`src/rtl/yrp_pkg.sv`:
```
`default_nettype none

package yrp_pkg;

    localparam int MAX_DIMENSION = 4096;
    localparam int MAX_PAIRS     = MAX_DIMENSION / 2;

    localparam int LUMA_W  = 8;
    localparam int PIX_W   = 16;
    localparam int ADDR_W  = 24;
    localparam int DIM_W   = 13;
    localparam int OFS_W   = 12;
    localparam int COL_W   = $clog2(MAX_PAIRS);
    localparam int ROW_W   = $clog2(MAX_DIMENSION);
    localparam int PAIR_W  = COL_W + 1;
    localparam int ROWS_W  = ROW_W + 1;
    localparam int YPOS_W  = ((OFS_W > ROW_W) ? OFS_W : ROW_W) + 1;
    localparam int COL2_W  = COL_W + 1;
    localparam int DELTA_W = 10;
    localparam int SUM_W   = 11;
    localparam int CHR_W   = 9;
    localparam int COEF_W  = 10;
    localparam int PROD_W  = CHR_W + COEF_W;
    localparam int FRAC_W  = 8;

    localparam int CFG_IDX_W  = 3;
    localparam int CFG_DATA_W = 13;

    localparam logic signed [COEF_W-1:0] COEF_RV = 10'sd359;
    localparam logic signed [COEF_W-1:0] COEF_GU = 10'sd88;
    localparam logic signed [COEF_W-1:0] COEF_GV = 10'sd183;
    localparam logic signed [COEF_W-1:0] COEF_BU = 10'sd454;
    localparam logic [CHR_W-1:0]         CHROMA_OFS = 9'd128;
    localparam logic [LUMA_W-1:0]        CHAN_MAX   = 8'd255;

    typedef enum logic [CFG_IDX_W-1:0] {
        CFG_CAMERA_WIDTH  = 3'd0,
        CFG_CAMERA_HEIGHT = 3'd1,
        CFG_SCREEN_WIDTH  = 3'd2,
        CFG_OFFSET_X      = 3'd3,
        CFG_OFFSET_Y      = 3'd4
    } cfg_idx_t;

    typedef struct packed {
        logic [DIM_W-1:0] camera_width;
        logic [DIM_W-1:0] camera_height;
        logic [DIM_W-1:0] screen_width;
        logic [OFS_W-1:0] offset_x;
        logic [OFS_W-1:0] offset_y;
    } cfg_regs_t;

    localparam cfg_regs_t CFG_RESET = '{
        camera_width:  13'd640,
        camera_height: 13'd480,
        screen_width:  13'd1024,
        offset_x:      12'd192,
        offset_y:      12'd60
    };

    typedef struct packed {
        logic signed [DELTA_W-1:0] dr;
        logic signed [DELTA_W-1:0] dg;
        logic signed [DELTA_W-1:0] db;
    } chroma_delta_t;

    function automatic logic [LUMA_W-1:0] clamp8(input logic signed [SUM_W-1:0] x);
        logic [LUMA_W-1:0] r;
        if (x[SUM_W-1])
            r = '0;
        else if (|x[SUM_W-2:LUMA_W])
            r = CHAN_MAX;
        else
            r = x[LUMA_W-1:0];
        return r;
    endfunction

endpackage

`default_nettype wire

```
`src/rtl/yrp_if.sv`:
```
`default_nettype none

interface yrp_yuyv_if
    import yrp_pkg::*;
();
    logic              valid;
    logic              ready;
    logic [LUMA_W-1:0] luma_first;
    logic [LUMA_W-1:0] chroma_blue;
    logic [LUMA_W-1:0] luma_second;
    logic [LUMA_W-1:0] chroma_red;

    modport source (output valid, luma_first, chroma_blue, luma_second, chroma_red,
                    input ready);
    modport sink   (input valid, luma_first, chroma_blue, luma_second, chroma_red,
                    output ready);
endinterface

interface yrp_rgb_if
    import yrp_pkg::*;
();
    logic              valid;
    logic              ready;
    logic [PIX_W-1:0]  pixel_first;
    logic [PIX_W-1:0]  pixel_second;
    logic [ADDR_W-1:0] write_address;
    logic              frame_last;

    modport source (output valid, pixel_first, pixel_second, write_address, frame_last,
                    input ready);
    modport sink   (input valid, pixel_first, pixel_second, write_address, frame_last,
                    output ready);
endinterface

interface yrp_cfg_if
    import yrp_pkg::*;
();
    logic                  valid;
    logic                  ready;
    cfg_idx_t              index;
    logic [CFG_DATA_W-1:0] data;

    modport source (output valid, index, data, input ready);
    modport sink   (input valid, index, data, output ready);
endinterface

`default_nettype wire

```
`src/rtl/yrp_chroma.sv`:
```
`default_nettype none

module yrp_chroma
    import yrp_pkg::*;
(
    input  wire logic [LUMA_W-1:0] chroma_blue,
    input  wire logic [LUMA_W-1:0] chroma_red,
    output chroma_delta_t          delta
);

    logic signed [CHR_W-1:0]  u_s;
    logic signed [CHR_W-1:0]  v_s;
    logic signed [PROD_W-1:0] prod_rv;
    logic signed [PROD_W-1:0] prod_gu;
    logic signed [PROD_W-1:0] prod_gv;
    logic signed [PROD_W-1:0] prod_bu;
    logic signed [PROD_W-1:0] green_sum;

    always_comb
    begin
        u_s = $signed(CHR_W'(chroma_blue) - CHROMA_OFS);
        v_s = $signed(CHR_W'(chroma_red) - CHROMA_OFS);
        prod_rv = PROD_W'(v_s) * PROD_W'(COEF_RV);
        prod_gu = PROD_W'(u_s) * PROD_W'(COEF_GU);
        prod_gv = PROD_W'(v_s) * PROD_W'(COEF_GV);
        prod_bu = PROD_W'(u_s) * PROD_W'(COEF_BU);
        // arithmetic shift gives the floor of the fixed-point product
        green_sum = -(prod_gu >>> FRAC_W) - (prod_gv >>> FRAC_W);
        delta.dr = DELTA_W'(prod_rv >>> FRAC_W);
        delta.dg = DELTA_W'(green_sum);
        delta.db = DELTA_W'(prod_bu >>> FRAC_W);
    end

endmodule

`default_nettype wire

```
`src/rtl/yrp_lane.sv`:
```
`default_nettype none

module yrp_lane
    import yrp_pkg::*;
(
    input  wire logic [LUMA_W-1:0] luma,
    input  wire chroma_delta_t     delta,
    output logic [PIX_W-1:0]       pixel
);

    logic signed [SUM_W-1:0] luma_s;
    logic signed [SUM_W-1:0] sum_r;
    logic signed [SUM_W-1:0] sum_g;
    logic signed [SUM_W-1:0] sum_b;
    logic [LUMA_W-1:0]       red;
    logic [LUMA_W-1:0]       green;
    logic [LUMA_W-1:0]       blue;

    always_comb
    begin
        luma_s = $signed(SUM_W'(luma));
        sum_r  = luma_s + SUM_W'(delta.dr);
        sum_g  = luma_s + SUM_W'(delta.dg);
        sum_b  = luma_s + SUM_W'(delta.db);
        red    = clamp8(sum_r);
        green  = clamp8(sum_g);
        blue   = clamp8(sum_b);
        pixel  = {red[7:3], green[7:2], blue[7:3]};
    end

endmodule

`default_nettype wire

```
`src/rtl/yrp_place.sv`:
```
`default_nettype none

module yrp_place
    import yrp_pkg::*;
(
    input  wire logic        clk,
    input  wire logic        rst_n,
    input  wire cfg_regs_t   cfg_regs,
    input  wire logic        accept,
    input  wire logic        advance,
    output logic [ADDR_W-1:0] address,
    output logic             frame_last
);

    logic [COL_W-1:0]  col_reg;
    logic [COL_W-1:0]  col_next;
    logic [ROW_W-1:0]  row_reg;
    logic [ROW_W-1:0]  row_next;

    logic [YPOS_W-1:0] ypos_s1_reg;
    logic [COL2_W-1:0] col2_s1_reg;
    logic              last_s1_reg;
    logic [ADDR_W-1:0] prod_s2_reg;
    logic [COL2_W-1:0] col2_s2_reg;
    logic              last_s2_reg;

    logic [DIM_W-1:0]  pairs_raw;
    logic [PAIR_W-1:0] pairs;
    logic [ROWS_W-1:0] rows;
    logic              last_col;
    logic              last_row;
    logic [YPOS_W-1:0] ypos;

    always_comb
    begin
        pairs_raw = cfg_regs.camera_width >> 1;
        priority if (pairs_raw == '0)
            pairs = PAIR_W'(1);
        else if (pairs_raw > DIM_W'(MAX_PAIRS))
            pairs = PAIR_W'(MAX_PAIRS);
        else
            pairs = PAIR_W'(pairs_raw);

        priority if (cfg_regs.camera_height == '0)
            rows = ROWS_W'(1);
        else if (cfg_regs.camera_height > DIM_W'(MAX_DIMENSION))
            rows = ROWS_W'(MAX_DIMENSION);
        else
            rows = ROWS_W'(cfg_regs.camera_height);

        // a counter left past a shrunken bound counts as last and wraps
        last_col = (PAIR_W'(col_reg) + PAIR_W'(1)) >= pairs;
        last_row = (ROWS_W'(row_reg) + ROWS_W'(1)) >= rows;
        ypos     = YPOS_W'(cfg_regs.offset_y) + YPOS_W'(row_reg);

        col_next = col_reg;
        row_next = row_reg;
        if (last_col)
        begin
            col_next = '0;
            row_next = last_row ? '0 : row_reg + ROW_W'(1);
        end
        else
        begin
            col_next = col_reg + COL_W'(1);
        end
    end

    always_ff @(posedge clk or negedge rst_n)
    begin
        if (!rst_n)
        begin
            col_reg <= '0;
            row_reg <= '0;
        end
        else if (accept)
        begin
            col_reg <= col_next;
            row_reg <= row_next;
        end
    end

    always_ff @(posedge clk)
    begin
        if (accept)
        begin
            ypos_s1_reg <= ypos;
            col2_s1_reg <= {col_reg, 1'b0};
            last_s1_reg <= last_col && last_row;
        end
        if (advance)
        begin
            prod_s2_reg <= ADDR_W'(ypos_s1_reg) * ADDR_W'(cfg_regs.screen_width);
            col2_s2_reg <= col2_s1_reg;
            last_s2_reg <= last_s1_reg;
        end
    end

    assign address    = prod_s2_reg + ADDR_W'(cfg_regs.offset_x) + ADDR_W'(col2_s2_reg);
    assign frame_last = last_s2_reg;

endmodule

`default_nettype wire

```
`src/rtl/yuyv_to_rgb565_placer_core.sv`:
```
// An accepted beat is registered in stage 1, in stage 2 and in the output register.
// Throughput: one macropixel per clock unless the output stalls; two lanes convert both
// luma samples in parallel, and the address path holds one 13x13 multiply stage.
// Input ready drops only while the output beat is held and both inner stages are full.
// Reset (rst_n low, asynchronous) empties the pipeline, zeroes the row and
// column counters and restores the default frame geometry registers.
`default_nettype none

module yuyv_to_rgb565_placer_core
    import yrp_pkg::*;
(
    input  wire logic   clk,
    input  wire logic   rst_n,
    yrp_yuyv_if.sink    yuyv,
    yrp_rgb_if.source   rgb,
    yrp_cfg_if.sink     cfg
);

    cfg_regs_t         cfg_reg;

    logic              v1_reg;
    logic              v1_next;
    logic              v2_reg;
    logic              v2_next;
    logic              vo_reg;
    logic              vo_next;
    logic              can_out;
    logic              can2;
    logic              can1;
    logic              accept;

    logic [LUMA_W-1:0] y0_s1_reg;
    logic [LUMA_W-1:0] y1_s1_reg;
    logic [LUMA_W-1:0] cb_s1_reg;
    logic [LUMA_W-1:0] cr_s1_reg;
    logic [LUMA_W-1:0] y0_s2_reg;
    logic [LUMA_W-1:0] y1_s2_reg;
    chroma_delta_t     delta_s2_reg;
    chroma_delta_t     delta_s1;

    logic [PIX_W-1:0]  pix0;
    logic [PIX_W-1:0]  pix1;
    logic [ADDR_W-1:0] address;
    logic              frame_last;
    logic [PIX_W-1:0]  pix0_reg;
    logic [PIX_W-1:0]  pix1_reg;
    logic [ADDR_W-1:0] addr_reg;
    logic              last_reg;

    // configuration
    assign cfg.ready = 1'b1;

    always_ff @(posedge clk or negedge rst_n)
    begin
        if (!rst_n)
        begin
            cfg_reg <= CFG_RESET;
        end
        else if (cfg.valid && cfg.ready)
        begin
            unique case (cfg.index)
                CFG_CAMERA_WIDTH:  cfg_reg.camera_width  <= cfg.data;
                CFG_CAMERA_HEIGHT: cfg_reg.camera_height <= cfg.data;
                CFG_SCREEN_WIDTH:  cfg_reg.screen_width  <= cfg.data;
                CFG_OFFSET_X:      cfg_reg.offset_x      <= cfg.data[OFS_W-1:0];
                CFG_OFFSET_Y:      cfg_reg.offset_y      <= cfg.data[OFS_W-1:0];
                default:           ;
            endcase
        end
    end

    // stage flow: a stage loads when it is empty or the next one moves
    always_comb
    begin
        can_out = !vo_reg || rgb.ready;
        can2    = !v2_reg || can_out;
        can1    = !v1_reg || can2;
        accept  = yuyv.valid && can1;
        v1_next = can1 ? yuyv.valid : v1_reg;
        v2_next = can2 ? v1_reg : v2_reg;
        vo_next = can_out ? v2_reg : vo_reg;
    end

    assign yuyv.ready = can1;

    always_ff @(posedge clk or negedge rst_n)
    begin
        if (!rst_n)
        begin
            v1_reg <= 1'b0;
            v2_reg <= 1'b0;
            vo_reg <= 1'b0;
        end
        else
        begin
            v1_reg <= v1_next;
            v2_reg <= v2_next;
            vo_reg <= vo_next;
        end
    end

    yrp_chroma u_chroma (
        .chroma_blue (cb_s1_reg),
        .chroma_red  (cr_s1_reg),
        .delta       (delta_s1)
    );

    yrp_lane u_lane0 (
        .luma  (y0_s2_reg),
        .delta (delta_s2_reg),
        .pixel (pix0)
    );

    yrp_lane u_lane1 (
        .luma  (y1_s2_reg),
        .delta (delta_s2_reg),
        .pixel (pix1)
    );

    yrp_place u_place (
        .clk        (clk),
        .rst_n      (rst_n),
        .cfg_regs   (cfg_reg),
        .accept     (accept),
        .advance    (can2),
        .address    (address),
        .frame_last (frame_last)
    );

    always_ff @(posedge clk)
    begin
        if (accept)
        begin
            y0_s1_reg <= yuyv.luma_first;
            y1_s1_reg <= yuyv.luma_second;
            cb_s1_reg <= yuyv.chroma_blue;
            cr_s1_reg <= yuyv.chroma_red;
        end
        if (can2)
        begin
            y0_s2_reg    <= y0_s1_reg;
            y1_s2_reg    <= y1_s1_reg;
            delta_s2_reg <= delta_s1;
        end
        // merge both lanes with the placement into one output beat
        if (can_out)
        begin
            pix0_reg <= pix0;
            pix1_reg <= pix1;
            addr_reg <= address;
            last_reg <= frame_last;
        end
    end

    assign rgb.valid         = vo_reg;
    assign rgb.pixel_first   = pix0_reg;
    assign rgb.pixel_second  = pix1_reg;
    assign rgb.write_address = addr_reg;
    assign rgb.frame_last    = last_reg;

endmodule

`default_nettype wire

```
`src/flat_wrapper.sv`:
```
// flat-port wrapper written by rule: the top's interface ports become plain ports
module yuyv_to_rgb565_placer_core_flat import yrp_pkg::*;
  (clk, rst_n, yuyv_valid, yuyv_luma_first, yuyv_chroma_blue, yuyv_luma_second, yuyv_chroma_red, yuyv_ready, rgb_valid, rgb_pixel_first, rgb_pixel_second, rgb_write_address, rgb_frame_last, rgb_ready, cfg_valid, cfg_index, cfg_data, cfg_ready);
  yrp_yuyv_if yuyv_i ();
  yrp_rgb_if rgb_i ();
  yrp_cfg_if cfg_i ();
  input  wire logic clk;
  input  wire logic rst_n;
  input wire logic [$bits(yuyv_i.valid)-1:0] yuyv_valid;
  input wire logic [$bits(yuyv_i.luma_first)-1:0] yuyv_luma_first;
  input wire logic [$bits(yuyv_i.chroma_blue)-1:0] yuyv_chroma_blue;
  input wire logic [$bits(yuyv_i.luma_second)-1:0] yuyv_luma_second;
  input wire logic [$bits(yuyv_i.chroma_red)-1:0] yuyv_chroma_red;
  output wire logic [$bits(yuyv_i.ready)-1:0] yuyv_ready;
  output wire logic [$bits(rgb_i.valid)-1:0] rgb_valid;
  output wire logic [$bits(rgb_i.pixel_first)-1:0] rgb_pixel_first;
  output wire logic [$bits(rgb_i.pixel_second)-1:0] rgb_pixel_second;
  output wire logic [$bits(rgb_i.write_address)-1:0] rgb_write_address;
  output wire logic [$bits(rgb_i.frame_last)-1:0] rgb_frame_last;
  input wire logic [$bits(rgb_i.ready)-1:0] rgb_ready;
  input wire logic [$bits(cfg_i.valid)-1:0] cfg_valid;
  input wire logic [$bits(cfg_i.index)-1:0] cfg_index;
  input wire logic [$bits(cfg_i.data)-1:0] cfg_data;
  output wire logic [$bits(cfg_i.ready)-1:0] cfg_ready;
  assign yuyv_i.valid = yuyv_valid;
  assign yuyv_i.luma_first = yuyv_luma_first;
  assign yuyv_i.chroma_blue = yuyv_chroma_blue;
  assign yuyv_i.luma_second = yuyv_luma_second;
  assign yuyv_i.chroma_red = yuyv_chroma_red;
  assign yuyv_ready = yuyv_i.ready;
  assign rgb_valid = rgb_i.valid;
  assign rgb_pixel_first = rgb_i.pixel_first;
  assign rgb_pixel_second = rgb_i.pixel_second;
  assign rgb_write_address = rgb_i.write_address;
  assign rgb_frame_last = rgb_i.frame_last;
  assign rgb_i.ready = rgb_ready;
  assign cfg_i.valid = cfg_valid;
  assign cfg_i.index = cfg_index;
  assign cfg_i.data = cfg_data;
  assign cfg_ready = cfg_i.ready;
  yuyv_to_rgb565_placer_core u_core (.clk(clk), .rst_n(rst_n), .yuyv(yuyv_i), .rgb(rgb_i), .cfg(cfg_i));
endmodule
```
`config.mk`:
```
export PLATFORM = sky130hd
export DESIGN_NAME = yuyv_to_rgb565_placer_core_flat
export DESIGN_NICKNAME = d
export VERILOG_FILES = /design/src/rtl/yrp_pkg.sv /design/src/rtl/yrp_if.sv /design/src/rtl/yrp_chroma.sv /design/src/rtl/yrp_lane.sv /design/src/rtl/yrp_place.sv /design/src/rtl/yuyv_to_rgb565_placer_core.sv /design/src/flat_wrapper.sv
export SDC_FILE = /design/constraint.sdc
export NUM_CORES = 1
export LEC_CHECK = 0
export ABC_AREA = 0
export ABC_CLOCK_PERIOD_IN_PS = 5900
export BUFFER_PORTS_ARGS = -buffer_cell sky130_fd_sc_hd__buf_4
export CAP_MARGIN = 20
export CORE_UTILIZATION = 30
export CTS_CLUSTER_SIZE = 16
export DETAILED_ROUTE_END_ITERATION = 8
export PLACE_DENSITY_LB_ADDON = 0.3
export SLEW_MARGIN = 20
export SYNTH_ARGS = -nofsm -noshare
export SYNTH_HDL_FRONTEND = slang
export SYNTH_HIERARCHICAL = 1
export SYNTH_SLANG_ARGS = --single-unit
```
`constraint.sdc`:
```
create_clock -name clk -period 5.9 [get_ports clk]
set_clock_uncertainty 0.1 [all_clocks]
set_input_delay 0.295 -clock clk [delete_from_list [all_inputs] [get_ports clk]]
set_output_delay 0.295 -clock clk [all_outputs]
set_load 0.02 [all_outputs]
```
* Word level (Yosys, flattened, before mapping)
Index checks and enable logic that the tools add are counted.
** Operators by class
- Reduce and logical (&&, ||, !) cells :: 23
- $mul :: 5
- Add/subtract/negate cells :: 17
- Muxes and demuxes :: 12
- Order comparisons :: 4
- Eq/ne operators :: 4
** Operators by type and width (count)
- 9-bit by 10-bit adder with 11-bit output :: 6
- 24-bit by 12-bit adder with 24-bit output :: 2
- 8-bit two-way mux :: 6
- 12-bit two-way mux :: 3
- 13-bit logical NOT :: 2
- 13-bit two-way mux :: 2
- 13-bit by 13-bit multiplier with 24-bit output :: 1
- 9-bit by 10-bit multiplier with 18-bit output (second input constant) :: 1
- 9-bit by 9-bit multiplier with 18-bit output (second input constant) :: 1
- 8-bit by 8-bit subtractor with 9-bit output (second input constant) :: 2
- 9-bit by 9-bit multiplier with 17-bit output (second input constant) :: 1
- 9-bit by 5-bit multiplier with 14-bit output (second input constant) :: 1
- 12-bit by 1-bit adder with 13-bit output (second input constant) :: 1
- 12-bit by 12-bit adder with 13-bit output :: 1
- 13-bit >= comparator :: 1
- 13-bit greater-than comparator (second input constant) :: 1
- 11-bit by 1-bit adder with 12-bit output (second input constant) :: 1
- 12-bit by 1-bit adder with 12-bit output (second input constant) :: 1
- 12-bit >= comparator :: 1
- 12-bit greater-than comparator (second input constant) :: 1
- 2-bit AND reduction :: 6
- 2-bit OR reduction :: 6
- 11-bit by 1-bit adder with 11-bit output (second input constant) :: 1
- 11-bit two-way mux :: 1
- 9 further kinds :: 15
** Storage, ports and cells
- Flip-flop bits (word level) :: 285
- Word-level logic and storage cells :: 98
- Bits of input ports :: 53

* Longest topological paths before layout
Gate-level depths: netlist (run 1).
- Word-level depth :: 6
- Depth in mapped cells :: 24

* Cells and area by module
Netlist (run 1), hierarchy kept.
** By module, submodules not included
- yrp_place :: instances 1, area each 10720.3 um^2, cells an instance 1121
- yuyv_to_rgb565_placer_core :: instances 1, area each 6660.1 um^2, cells an instance 283
- yrp_chroma :: instances 1, area each 5131.2 um^2, cells an instance 573
- yrp_lane :: instances 2, area each 1108.6 um^2, cells an instance 147

* Worst setup path before layout (run 1)
OpenSTA, ideal clock, no wires.
- Path type :: flip-flop to flip-flop
- Start point :: reg u_core.cr_s1_reg[7]
- End point :: reg u_core/delta_s2_reg[19] (netlist bit), data pin
- Data arrival time :: 5931 ps
- Clock period less this slack :: 6299 ps
- Cell stages (with the launch flop) :: 24
- Setup slack :: -399 ps
- Path through :: edfxtp_1 buf_2 inv_1 ha_1 xor2_1 fa_1 inv_1 fa_1 fa_1 inv_1 ha_1 o21a_1 o21a_1 a31o_2 a221o_1 a31oi_1 xnor2_1 ha_1 ha_1 or2_2 a21oi_1 a31oi_1 xnor2_1 xnor3_1
** RTL lines
- from (decl) :: RTL line yuyv_to_rgb565_placer_core.sv:35 : logic [LUMA_W-1:0] cr_s1_reg;
- from (signal assigned) :: RTL line yuyv_to_rgb565_placer_core.sv:137 : cr_s1_reg <= yuyv.chroma_red;
- to (signal assigned) :: RTL line yuyv_to_rgb565_placer_core.sv:143 : delta_s2_reg <= delta_s1;
- to (decl) :: RTL line yuyv_to_rgb565_placer_core.sv:38 : chroma_delta_t delta_s2_reg;

==> impl_metrics.yaml, run 1 <==
logic_synthesis:
  syn_inst: 2269
  avgSynthCellArea_um2: 10.9
  yosys_warnings: 6
  synth_area_um2: 24700
  synth_nets: 2822
clock_network:
  cts-root-buf: "clkbuf_16"
  htreeDepth: 2
  clk_pin_slew_ns: 0.06
  tritoncts: "yes"
  clock_path_buffers: 3
  numCtsBuffers: 37
  clk_latency_ns: 0.57
  clock_sinks: 284
die:
  die_h_um: 289
  fp.dieW_um: 289
  ios: 113
  start_util_pct: 30.5
  row_count: 104
  coreArea_um2: 80900
  dieArea_um2: 83500
hold_path:
  hold_class: "in2reg"
  min_from: "cfg_index[2]"
grt:
  grt_use_total_pct: 14.3
  grt_antenna_before_repair: 0
  overflow: 0
  grt_pass1_wl_um: 94500
  grt_pass1_vias: 17630
  grt_max_degree: 75
critical_path:
  rr_startpoint: "u_core/cr_s1_reg[7]$_DFFE_PP_"
  critPathRequiredTime_ns: 6.12
  cp_max_fo: 4
  endpoint_kind: "flip-flop"
  cp-startpoint: "u_core/cr_s1_reg[7]$_DFFE_PP_"
  cp.arrival_ns: 6.03
  worstSetupStartpointType: "flip-flop"
  rrSetupSlack_ns: 0.08
  critPathKind: "reg2reg"
place:
  dpl-instance-area_um2: 27000
  dp_hpwl_um: 46000
  place_congestion: 0.877
  portBuffers: 111
sta:
  fin_crit_ns: 5.82
  relSlewSlack_pct: 34.9
  grt_setup_unrepaired: "yes"
  worst_slew_pin_slew_ns: 0.976
  hold_violations: 0
  max_freq_ghz: 0.172
  slew_violations: 0
  period_share_pct: 98.6
  worst_hold_slack_ns: 0.122
  setup_violations: 0
  timing.setup.tns_ns: 0
route:
  detail_route.first_pass.iterations: 6
  drc: 0
  vias: 16903
  post_drt_wl_per_cell_um: 16.5
  finalWirelength_um: 58700
  viasPerCell: 4.75
  ant_nets: 0
  drt_iter0_markers: 825
finish:
  fin_nets: 3020
  design_area_um2: 28800
  fill_cells: 8019
  seq_area_um2: 8100
  syn_to_final_growth_pct: 16.4
  diodes: 0
  final_util_pct: 35.5
  largest_reg_flops: 62
  final_layout_size_suffix_gt1_share_pct: 14.8
  multi_input_comb_area_um2: 15200
flow_run:
  drv_cap: 0
run_status:
  status: "finished, final reports clean"
## cell type report
cell class | instances | area share, %
flip-flops and latches | 284 | 28.2
repair buffers | 209 | 5.93
clock inverters | 22 | 0.527
well taps | 1060 | 4.61
multi-input cells | 1604 | 52.9
inverters | 331 | 4.38
clock buffers | 45 | 3.43
## stage by stage
stage / setup WS (ns) / std cells
2_1_floorplan: 0.0141 / 2269
3_3_place_gp: 0.147 / 3427
3_5_place_dp: 0.0696 / 3427
4_1_cts: 0.0286 / 3542
5_1_grt: -0.0984 / 3555
6_report: 0.0834 / 3555
## placed cells by master, fill, tap and decap left out, types with 27 or more instances in the layout
master and instances:
ha_1 303, a21oi_1 77, o21a_1 35, edfxtp_1 196
nor3_1 30, xnor2_1 88, buf_4 157, clkbuf_16 38
nand2_1 173, nand3_1 27, o21ai_0 37, nor2_1 94
fa_1 190, a21o_1 36, inv_1 327, dfrtp_1 75
xor2_1 45, dlygate4sd3_1 48, mux2_2 53, and2_1 86
## routing by layer
layer  global-route usage (%)  share of wire, %  vias up
met5                        0                 0        -
met4                     4.04               2.2        0
met3                     1.79               4.2       69
met2                     23.5                46      351
met1                     19.8                48     8315
li1                         -                 -     8168
## worst max-delay path, cell delays in order, from the launching register on
cell and delay [ns]:
edfxtp_1 0.39, clkinvlp_4 0.17, buf_6 0.15, fa_2 0.33, fa_1 0.52, inv_2 0.05, fa_1 0.46, fa_1 0.52
inv_2 0.05, ha_4 0.23, o21a_1 0.20, o21a_1 0.11, a31o_2 0.23, a221o_1 0.35, buf_6 0.14, a221oi_2 0.23
xnor2_1 0.15, ha_1 0.29, ha_4 0.29, a21oi_2 0.05, a31oi_1 0.17, xnor2_1 0.15, xnor3_1 0.22
## worst paths after layout
kind | to | cells after the start
setup / recovery | u_core/delta_s2_reg[19]$_DFFE_PP_ | 22
hold / removal | u_core/cfg_reg[61]$_DFFE_PN0P_ | 3
setup reg to reg | u_core/delta_s2_reg[19]$_DFFE_PP_ | 22
hold reg to reg | u_core/u_place/col2_s2_reg[4]$_DFFE_PP_ | 0
max in group asynchronous | u_core/u_place/col_reg[6]$_DFFE_PN0P_ | 3
min in group asynchronous | u_core/cfg_reg[47]$_DFFE_PN0P_ | 2
## timing repair
action | 4_1_cts | 5_1_grt
hold buffers | 48 | 0
hold endpoints to repair | 127 | 0
setup endpoints to repair | 0 | 5
setup buffers | 0 | 13
resized for setup | 0 | 14
Power of run 1 is left out: the tool's default activity adds up to more than one toggle a clock period on the data nets, which glitch-free logic cannot reach.
==> run 2: changes to the inputs <==
--- a/config.mk
+++ b/config.mk
@@ -13,6 +13,7 @@
 export CTS_CLUSTER_SIZE = 16
 export DETAILED_ROUTE_END_ITERATION = 8
 export PLACE_DENSITY_LB_ADDON = 0.3
+export REMOVE_ABC_BUFFERS = 1
 export SLEW_MARGIN = 20
 export SYNTH_ARGS = -nofsm -noshare
 export SYNTH_HDL_FRONTEND = slang
==> constraint.sdc (replaced) <==
create_clock -name clk -period 5.9 [get_ports clk]
set_clock_uncertainty 0.1 [all_clocks]
set_input_delay 0.885 -clock clk [delete_from_list [all_inputs] [get_ports clk]]
set_output_delay 0.885 -clock clk [all_outputs]
set_load 0.02 [all_outputs]
==> run 2 against run 1 <==
Compared with the run above: worst setup slack improved by 0.080 ns; via count shrank 0.15%; hold slack improved by 0.11 ns; flip-flop and latch count unchanged.
==> impl_metrics.yaml, run 2 (synthesized netlist as in run 1, its figures left out) <==
run_status:
  status: "finished, final reports clean"
finish:
  fill_cells: 7996
  largest_reg_flops: 62
  multi_input_comb_area_um2: 15300
  design_area_um2: 28600
  seq_area_um2: 8110
  syn_to_final_growth_pct: 15.6
  final_cell_mix: "inv_1, ha_1, edfxtp_1"
  final_common_cell: "inv_1"
  fin_nets: 2984
  diodes: 0
  final_util_pct: 35.3
  final_layout_size_suffix_gt1_share_pct: 16.0
clock_network:
  clk_pin_slew_ns: 0.06
  tritoncts: "yes"
  clock_sinks: 284
  clock_path_buffers: 3
  cts-root-buf: "clkbuf_16"
  clk_latency_ns: 0.58
  htreeDepth: 2
  numCtsBuffers: 38
  cts_hold_buf: 0
grt:
  grt_pass1_wl_um: 95300
  grt_max_degree: 59
  grt_antenna_before_repair: 0
  overflow: 0
  grt_pass1_vias: 17551
  grt_use_total_pct: 14.5
route:
  viasPerCell: 4.80
  drc: 0
  post_drt_wl_per_cell_um: 16.8
  ant_nets: 0
  detail_route.first_pass.iterations: 7
  dr_wl_met3_um: 2380
  vias: 16877
  drt_iter0_markers: 860
  finalWirelength_um: 59200
  wl_met2_um: 28000
  highest_layer: "met4"
  wl_met1_um: 27600
die:
  coreArea_um2: 80900
  row_count: 104
  fp.dieW_um: 289
  dieArea_um2: 83500
  ios: 113
  die_h_um: 289
  start_util_pct: 30.5
place:
  dp_hpwl_um: 46600
  dpl-instance-area_um2: 27100
  portBuffers: 111
  place_congestion: 0.848
sta:
  hold_violations: 0
  fin_crit_ns: 5.74
  worst_hold_slack_ns: 0.234
  period_share_pct: 97.2
  relSlewSlack_pct: 42.5
  setup_violations: 0
  worst_slew_pin_slew_ns: 0.862
  timing.setup.tns_ns: 0
  slew_violations: 0
  max_freq_ghz: 0.174
critical_path:
  cp_max_fo: 3
  cp.arrival_ns: 5.96
  critPathKind: "reg2reg"
  endpoint_kind: "flip-flop"
  critPathRequiredTime_ns: 6.12
  worstSetupStartpointType: "flip-flop"
  rrSetupSlack_ns: 0.16
flow_run:
  drv_cap: 0
hold_path:
  hold_class: "in2async"
-- run 2: cell types whose count changed in the layout (fill, tap and decap cells not counted), sizes merged --
cell	change
clkinv	-6
buf	+11
bufinv	+4
inv	+1
clkbuf	+2
dlygate4sd3	-48
clkinvlp	-2
-- run 2: final cells by class --
type | count | area share, %
sequential | 284 | 28.4
timing repair buffer | 172 | 4.57
clock inverter | 19 | 0.863
clock buffer | 47 | 3.59
tap | 1060 | 4.64
multi-input combinational | 1604 | 53.5
inverter | 331 | 4.40
-- run 2: path summary, 6_finish.rpt --
check | startpoint | to | cells past startpoint
worst max-delay path | u_core/cr_s1_reg[7]$_DFFE_PP_ | u_core/delta_s2_reg[19]$_DFFE_PP_ | 22
worst min-delay path | rst_n | u_core/cfg_reg[11]$_DFFE_PN0P_ | 1
worst max register to register | u_core/cr_s1_reg[7]$_DFFE_PP_ | u_core/delta_s2_reg[19]$_DFFE_PP_ | 22
worst min register to register | u_core/u_place/col2_s1_reg[6]$_DFFE_PP_ | u_core/u_place/col2_s2_reg[6]$_DFFE_PP_ | 0
max in group asynchronous | rst_n | u_core/rgb.valid$_DFFE_PN0P_ | 2
min in group clk | u_core/u_place/col2_s1_reg[6]$_DFFE_PP_ | u_core/u_place/col2_s2_reg[6]$_DFFE_PP_ | 0
-- run 2: layer usage --
metal,vias to the layer above,track usage [%]
li1,8103,-
met5,-,0
met1,8334,19.4
met3,79,2.13
met2,361,24.5
met4,0,3.43
-- run 2: critical path, cell delays in order, from the launching register on --
cell,delay [ns]
edfxtp_1,0.36
inv_2,0.05
buf_4,0.14
fa_2,0.36
fa_1,0.55
inv_1,0.05
fa_1,0.46
fa_1,0.52
inv_2,0.05
ha_4,0.20
o21a_1,0.21
o21a_1,0.11
a31o_2,0.24
a221o_1,0.34
a31oi_1,0.18
xnor2_1,0.14
ha_1,0.28
ha_4,0.25
or2_2,0.27
a21oi_1,0.14
a31oi_1,0.06
xnor2_1,0.19
xnor3_1,0.24
-- run 2: timing repair --
item	in CTS	in global routing
setup endpoints to repair	1	5
endpoints found under the hold margin	0	0
resized for setup	7	28
pin swaps	9	26
setup buffers	1	2
-- run 2: per-stage QoR --
stage / std cells / setup WS [ns]
5_1_grt: 3517 / -0.0144
2_1_floorplan: 2219 / -0.473
6_report: 3517 / 0.163
4_1_cts: 3515 / 0.00517
3_5_place_dp: 3448 / -0.0447
3_3_place_gp: 3448 / 0.0283
Power of run 2 is left out for the same reason.
==> run 3: changes to the inputs <==
--- a/config.mk
+++ b/config.mk
@@ -7,7 +7,7 @@
 export LEC_CHECK = 0
 export ABC_AREA = 0
 export ABC_CLOCK_PERIOD_IN_PS = 5900
-export BUFFER_PORTS_ARGS = -buffer_cell sky130_fd_sc_hd__buf_4
+export BUFFER_PORTS_ARGS = -buffer_cell sky130_fd_sc_hd__buf_2
 export CAP_MARGIN = 20
 export CORE_UTILIZATION = 30
 export CTS_CLUSTER_SIZE = 16
@@ -17,5 +17,4 @@
 export SLEW_MARGIN = 20
 export SYNTH_ARGS = -nofsm -noshare
 export SYNTH_HDL_FRONTEND = slang
-export SYNTH_HIERARCHICAL = 1
 export SYNTH_SLANG_ARGS = --single-unit
==> run 3 against run 2 <==
Compared with the run above: critical path depth up 1; highest routed layer unchanged; die area fell by 3.2%; utilization fell by 0.32 points; global-route usage is essentially flat; cell area fell by 3.4%; hold slack got worse by 0.11 ns; register-to-register slack worse by 0.07 ns; routed wire length decreased by 3.9%; count of clock-buffer cells in the layout decreased by 1.
==> impl_metrics.yaml, run 3 <==
run_status:
  status: "finished, final reports clean"
finish:
  final_common_cell: "inv_1"
  final_cells: 3461
  final_cell_mix: "inv_1, ha_1, edfxtp_1"
  design_area_um2: 27600
  fin_nets: 2937
  largest_reg_flops: 62
  final_layout_size_suffix_gt1_share_pct: 16.3
  syn_to_final_growth_pct: 15.4
logic_synthesis:
  async_flop_share_pct: 31.0
  synth_area_leaders: "edfxtp_1, ha_1, fa_1"
  syn_inst: 2197
  synth.top_cells.by_count: "inv_1, ha_1, edfxtp_1"
  synth-main-ff-cell: "edfxtp_1"
  synth_edf_count: 196
  yosysMostFrequentCell: "inv_1"
  ys_types: 80
  synth_top_area_share_pct: 24.6
  ys_ff_latch: 284
  avgSynthCellArea_um2: 10.9
  yosysSeqAreaShare_pct: 33.9
  synth.largest_area_cell: "edfxtp_1"
  synth_area_um2: 23900
  yosys_warnings: 0
critical_path:
  cp_max_fo: 3
  critPathRequiredTime_ns: 6.10
  critPathKind: "reg2reg"
  rr_startpoint: "u_core.cr_s1_reg[4]$_DFFE_PP_"
  endpoint_kind: "flip-flop"
  rrSetupSlack_ns: 0.09
  r2r_cells: 23
  worstSetupStartpointType: "flip-flop"
  r2r-end: "u_core.delta_s2_reg[19]$_DFFE_PP_"
  cp.arrival_ns: 6.01
place:
  dp_hpwl_um: 45400
  place_congestion: 0.867
  portBuffers: 111
  place_inst: 3384
  dpl-instance-area_um2: 26200
clock_network:
  clock_path_buffers: 3
  tritoncts: "yes"
  clock_sinks: 284
  numCtsBuffers: 36
  htreeDepth: 2
  cts-root-buf: "clkbuf_16"
  clk_latency_ns: 0.55
  clk_pin_slew_ns: 0.06
die:
  coreArea_um2: 78900
  fp.dieW_um: 284
  die_h_um: 284
  start_util_pct: 30.3
  row_count: 103
  dieArea_um2: 80800
  ios: 113
grt:
  use_met3_pct: 2.01
  overflow: 0
  gr-usage-met1_pct: 18.2
  grt_pass1_wl_um: 92900
  use_met2_pct: 25.4
  top_usage_layer: "met2"
  grt_antenna_before_repair: 1
  grt_use_total_pct: 14.5
  grt_max_degree: 67
  grt_pass1_vias: 17249
sta:
  slew_violations: 0
  fin_crit_ns: 5.81
  relSlewSlack_pct: 43.4
  setup_violations: 0
  grt_setup_unrepaired: "yes"
  period_share_pct: 98.5
  hold_violations: 0
  worst_slew_pin_slew_ns: 0.848
  max_freq_ghz: 0.172
route:
  detail_route.first_pass.iterations: 5
  viasPerCell: 4.62
  finalWirelength_um: 56900
  vias: 16007
  drc: 0
  post_drt_wl_per_cell_um: 16.4
  ant_nets: 0
  drt_iter0_markers: 565
hold_path:
  hold_class: "in2async"
flow_run:
  drv_cap: 0
-- run 3: final cells by class --
cell class / count / area [um2]
Timing Repair Buffer: 199 / 1230
Sequential cell: 284 / 8100
Clock buffer: 46 / 1000
Tap cell: 1050 / 1310
Antenna cell: 1 / 2.50
Fill cell: 7912 / 51300
Inverter: 339 / 1270
Clock inverter: 19 / 233
Multi-Input combinational cell: 1523 / 14400
-- run 3: what timing repair did --
item | CTS | global route
endpoints found under the setup margin | 1 | 5
resized for setup | 12 | 9
hold buffers | 0 | 0
gates cloned | 0 | 0
pin swaps | 16 | 18
setup buffers | 2 | 9
-- run 3: worst max-delay path, stage by stage (launching register included) --
cell and delay, ns:
edfxtp_1 0.42, fa_1 0.59, inv_2 0.05, fa_1 0.50
inv_1 0.05, ha_1 0.28, fa_1 0.45, ha_1 0.30
a21oi_1 0.12, o21ai_1 0.08, a21o_1 0.20, o221ai_2 0.21
a21boi_2 0.10, and2_1 0.15, or3_1 0.30, nand2_1 0.08
ha_1 0.23, ha_2 0.20, or3_1 0.36, a311o_1 0.29
o211ai_1 0.11, xnor2_1 0.16, xnor2_1 0.15, xnor2_1 0.09
-- run 3: cells by family (layout without fill, tap and decap cells) --
logic type | count (synthesis) | in the layout | share of synthesized area, %
multiplexers | 64 | 64 | 2.99
adder cells (fa/ha/maj) | 501 | 501 | 32.2
AND/OR/NAND/NOR | 500 | 500 | 10.5
AO/OA/AOI/OAI | 312 | 312 | 8.83
XOR/XNOR | 145 | 145 | 5.31
other | 1 | 2 | 0.0157
buffers and inverters | 390 | 603 | 6.17
flip-flops | 284 | 284 | 33.9
-- run 3: layer usage --
metal | part of all wire, % | vias to the layer above
met5 | 0 | -
met4 | 2.9 | 0
met3 | 3.1 | 93
met2 | 49 | 230
met1 | 45 | 7938
li1 | - | 7746
-- run 3: worst max path at each step --
| stage | startpoint | endpoint | slack, ns | depth (start not counted) |
|---|---|---|---|---|
| detailed placement | u_core.cr_s1_reg[4]$_DFFE_PP_ | u_core.delta_s2_reg[19]$_DFFE_PP_ | -0.29 | 23 |
| global route | u_core.cr_s1_reg[4]$_DFFE_PP_ | u_core.delta_s2_reg[19]$_DFFE_PP_ | -0.22 | 23 |
| floorplan | u_core.cr_s1_reg[7]$_DFFE_PP_ | u_core.delta_s2_reg[19]$_DFFE_PP_ | -0.30 | 22 |
| finish | u_core.cr_s1_reg[4]$_DFFE_PP_ | u_core.delta_s2_reg[19]$_DFFE_PP_ | 0.09 | 23 |
| global placement | u_core.cr_s1_reg[4]$_DFFE_PP_ | u_core.delta_s2_reg[19]$_DFFE_PP_ | -0.16 | 23 |
| CTS | u_core.cr_s1_reg[5]$_DFFE_PP_ | u_core.delta_s2_reg[19]$_DFFE_PP_ | 0.006 | 23 |
-- run 3: per-stage QoR --
| stage | TNS (ns) | worst slack [ns] | hold slack, ns | util, % |
|---|---|---|---|---|
| floorplan | -0.302 | -0.302 | 0.300 | - |
| global placement | -0.159 | -0.159 | 0.305 | 33.2 |
| detailed placement | -0.288 | -0.288 | 0.305 | 33.2 |
| CTS | 0 | 0.00561 | 0.0888 | 34.8 |
| global route | -0.221 | -0.221 | 0.114 | 35.0 |
| finish | 0 | 0.0906 | 0.120 | 35.0 |
Power of run 3 is left out for the same reason.
